## src/rtl/core/bpc_pkg.sv

```systemverilog
// Shared types, constants and fixed-point helpers of the position controller.
package bpc_pkg;

   // Table size exponent of the cosine lookup
   localparam int unsigned COS_TABLE_BITS_DEF = 10;

   // Phase and cosine constants
   localparam logic [32:0] INV_TWO_PI_Q32 = 33'd683565276;
   localparam logic [63:0] HALF_PI_Q30    = 64'd1686629713;
   // ceil(2^33 / 15): exact quotient for dividends below 2^29
   localparam logic [32:0] DIV15_RECIP    = 33'd572662307;

   // Configuration register indexes
   localparam logic [2:0] CSR_DRIVE_GAIN    = 3'd0;
   localparam logic [2:0] CSR_POSITION_GAIN = 3'd1;
   localparam logic [2:0] CSR_VELOCITY_GAIN = 3'd2;
   localparam logic [2:0] CSR_ERROR_BAND    = 3'd3;
   localparam logic [2:0] CSR_RESTART_MODE  = 3'd4;
   localparam logic [2:0] CSR_COUNT_CAP     = 3'd5;
   localparam logic [2:0] CSR_TICK_PERIOD   = 3'd6;
   localparam logic [2:0] CSR_TICK_RATE     = 3'd7;

   // Operand pair of the shared multiplier
   typedef struct packed {
      logic signed [32:0] a;
      logic signed [32:0] b;
   } mul_req_type;

   // Saturate a wide signed value to 32 bits
   function automatic logic signed [31:0] sat32(input logic signed [65:0] v);
      if (v > 66'sd2147483647) begin
         return 32'sh7FFFFFFF;
      end else if (v < -66'sd2147483648) begin
         return 32'sh80000000;
      end
      return v[31:0];
   endfunction

   // Q16.16 product: divide by 2^16 toward zero, then saturate
   function automatic logic signed [31:0] fmt_q16(input logic signed [65:0] p);
      logic signed [65:0] adj;
      adj = p + (p[65] ? 66'sd65535 : 66'sd0);
      return sat32(adj >>> 16);
   endfunction

   // Current: divide by 2^32 toward zero, then saturate to 16 bits
   function automatic logic signed [15:0] fmt_cur(input logic signed [65:0] p);
      logic signed [65:0] adj;
      logic signed [65:0] s;
      adj = p + (p[65] ? 66'sd4294967295 : 66'sd0);
      s = adj >>> 32;
      if (s > 66'sd32767) begin
         return 16'sh7FFF;
      end else if (s < -66'sd32768) begin
         return 16'sh8000;
      end
      return s[15:0];
   endfunction

   // Taylor cosine on [0, pi/2] in Q30, evaluated at elaboration only
   function automatic logic signed [63:0] cos_q30(input logic [63:0] x);
      logic [63:0] x2;
      logic [63:0] term;
      logic signed [63:0] sum;
      x2 = (x * x) >> 30;
      term = 64'd1 << 30;
      sum = 64'sd1 << 30;
      for (int n = 1; n <= 8; n++) begin
         term = ((term * x2) >> 30) / 64'((2 * n - 1) * (2 * n));
         if (n % 2 == 1) begin
            sum = sum - $signed(term);
         end else begin
            sum = sum + $signed(term);
         end
      end
      if (sum < 0) begin
         sum = 64'sd0;
      end
      return sum;
   endfunction

endpackage

```

## src/rtl/core/bpc_mul.sv

```systemverilog
// Shared signed 33x33 multiplier with a registered product.
module bpc_mul
   import bpc_pkg::*;
(
   input  logic                clock,
   input  mul_req_type         req,
   output logic signed [65:0]  prod
);

   logic signed [65:0] prod_ff;
   logic signed [65:0] prod_in;

   // Form the full product of the issued operands
   assign prod_in = 66'(req.a) * 66'(req.b);

   always_ff @(posedge clock) begin
      prod_ff <= prod_in;
   end

   assign prod = prod_ff;

endmodule

```

## config.mk

```make
export PLATFORM = sky130hd
export DESIGN_NAME = bpc_mul
export DESIGN_NICKNAME = d
export VERILOG_FILES = /design/src/rtl/core/bpc_pkg.sv /design/src/rtl/core/bpc_mul.sv
export SDC_FILE = /design/constraint.sdc
export NUM_CORES = 2
export LEC_CHECK = 0
export ABC_AREA = 1
export BUFFER_PORTS_ARGS = -buffer_cell sky130_fd_sc_hd__buf_2
export CORE_UTILIZATION = 50
export CTS_CLUSTER_SIZE = 12
export DETAILED_ROUTE_END_ITERATION = 8
export PLACE_DENSITY = 0.69
export SYNTH_ARGS = -nofsm -noshare
export SYNTH_HDL_FRONTEND = slang
export SYNTH_SLANG_ARGS = --single-unit
```

## constraint.sdc

```tcl
create_clock -name clock -period 7.9 [get_ports clock]
set_input_delay 1.185 -clock clock [delete_from_list [all_inputs] [get_ports clock]]
set_output_delay 1.185 -clock clock [all_outputs]
set_load 0.01 [all_outputs]
```

==> results.ini <==
[critical_path]
crit_top_cell = fa_1
critical_path.startpoint_type = input port
cp_data_required_time_ps = 8130
crit_fanout = 15
path_class = input port to flip-flop
crit_path_end_kind = flip-flop
critical_path.max_stage_delay_ps = 570
critPathSlowestCell = fa_1
crit_arrival_ps = 7850

[clocking]
cts_sinks = 66
cts_tree = done
cts-hold-fix-buffers = 0
cts_buffers = 9
root_buffer = clkbuf_16
h-tree-depth = 3
clockBufferDepth = 2
clkTransAtPathRegs_ps = 60

[timing]
period_minus_slack_ps = 7615
max_freq_mhz = 131.3
maxSlewHeadroom = 0.1679
maxSlewViolCount = 0
min_period_over_period = 0.9639
rsz0062_at_grt = yes
tightest_slew_ps = 1245
setup-tns-final_ps = 0
setup_viol = 0
finalHoldViolations = 0

[synth]
yosys_warnings = 0
synth_top_area_frac = 0.5309
ys_seq_elements = 66
syn-cell-area_um2 = 43180
synthDistinctLibCells = 32
avgSynthCellArea_um2 = 7.781
ys_top_cells_by_area = fa_1, inv_1, nand2_1
yosysSeqAreaShare = 0.03060
syn_nets = 6978
synthesis.instances = 5549
yosysTopAreaCell = fa_1

[grt]
grt_first_pass_wirelength_um = 195700
grt_remaining_overflow = 0
grt_pass1_vias = 37200
grt_usage = 0.2907
antenna_found_initial = 4
grt_max_degree = 34

[finish]
layout.nets = 7191
final_common_cell = inv_1
layout_common_cells = inv_1, nand2_1, fa_1
largest_reg_flops = 66
syn_to_final_growth_pct = 10.41
multi_input_area_um2 = 33740
fill_cells = 7913
drive_above_1_share = 0.09485
seq_area_um2 = 1321

[outcome]
status = completed

[route]
viasPerCell = 4.892
ant_nets = 0
vias = 33810
dr.pass1.iters = 8
route.detailed.drc = 0
wire_per_inst_um = 17.22
drtIter0Drc = 2347
drt-total-wl_um = 119000

[die]
rows = 107
die_w_um = 295.9
start_util = 0.5063
dieHeight_um = 295.9
ioPinCount = 133
coreArea_um2 = 85280
die_area_um2 = 87530

[place]
place_hpwl_um = 105900
port_buffers = 132
gp_congestion = 0.9472

[flow_run]
drv_cap = 0

[worst_hold_path]
hold_path.class = input port to flip-flop

-- per-stage QoR --
step / instances / hold WS (ps) / worst slack [ps] / instance area [um^2] / utilization
floorplan: 5549 / 1449 / 174.4 / 43180 / -
global placement: 6888 / 1581 / -91.51 / 47260 / 0.5541
detailed placement: 6888 / 1577 / -144.9 / 47260 / 0.5541
CTS: 6904 / 1490 / 185.9 / 47550 / 0.5575
global route: 6911 / 1516 / -11.81 / 47670 / 0.5589
finish: 6912 / 1511 / 285.4 / 47670 / 0.5590
-- cell usage after synthesis, drive strengths merged --
master	instances
clkbuf	261
nor3	8
xnor2	4
ha	217
a21oi	64
a21boi	1
nor2	151
nor4	5
nand3	78
o21a	1
nand2	1538
dfxtp	66
and2	3
buf	2
nand4	19
nand3b	4
inv	1902
o21ai	24
fa	1145
o21bai	12
xor2	35
or2	6
a21o	3
-- per-layer routing --
metal / wire (um) / global-route usage
met1: 46220 / 0.3619
met2: 59510 / 0.5143
met3: 8287 / 0.03972
met4: 4947 / 0.1053
met5: 58 / 0
-- critical path: cells and delay by family --
kind,cells,cell delay (ps)
compound gates,2,410
buf+inv,9,1220
fa+ha+maj,9,4240
simple gates,7,760
-- layout make-up --
| type | instances | area share |
|---|---|---|
| flip-flops and latches | 66 | 0.02772 |
| clock buffers | 11 | 0.005302 |
| repair buffers | 465 | 0.07858 |
| well taps | 1144 | 0.03003 |
| diodes | 1 | 0.00005249 |
| multi-input cells | 3318 | 0.7077 |
| clock inverters | 5 | 0.0008137 |
| inverters | 1902 | 0.1498 |
-- final timing paths --
check,end,slack [ps],cells past startpoint,from
max,prod[57]$_DFF_P_,290,27,req[56]
min,prod[0]$_DFF_P_,1510,5,req[0]
-- what timing repair did --
| action | 4_1_cts | 5_1_grt |
|---|---|---|
| gates resized for setup | 0 | 16 |
| buffers inserted | 0 | 7 |
| endpoints found under the setup margin | 0 | 15 |
-- cell families after synthesis --
| group | Yosys count | share of synthesized area |
|---|---|---|
| adders and majority gates | 1362 | 0.5938 |
| xor gates and xnor gates | 39 | 0.007911 |
| AOI/OAI and AO/OA | 105 | 0.01342 |
| and+or+nand+nor | 1812 | 0.1661 |
| DFF | 66 | 0.03060 |
| buffers and inverters | 2165 | 0.1882 |
Power is not shown: default switching activity piles up to over one toggle a cycle in this logic, so the estimate is an artifact.
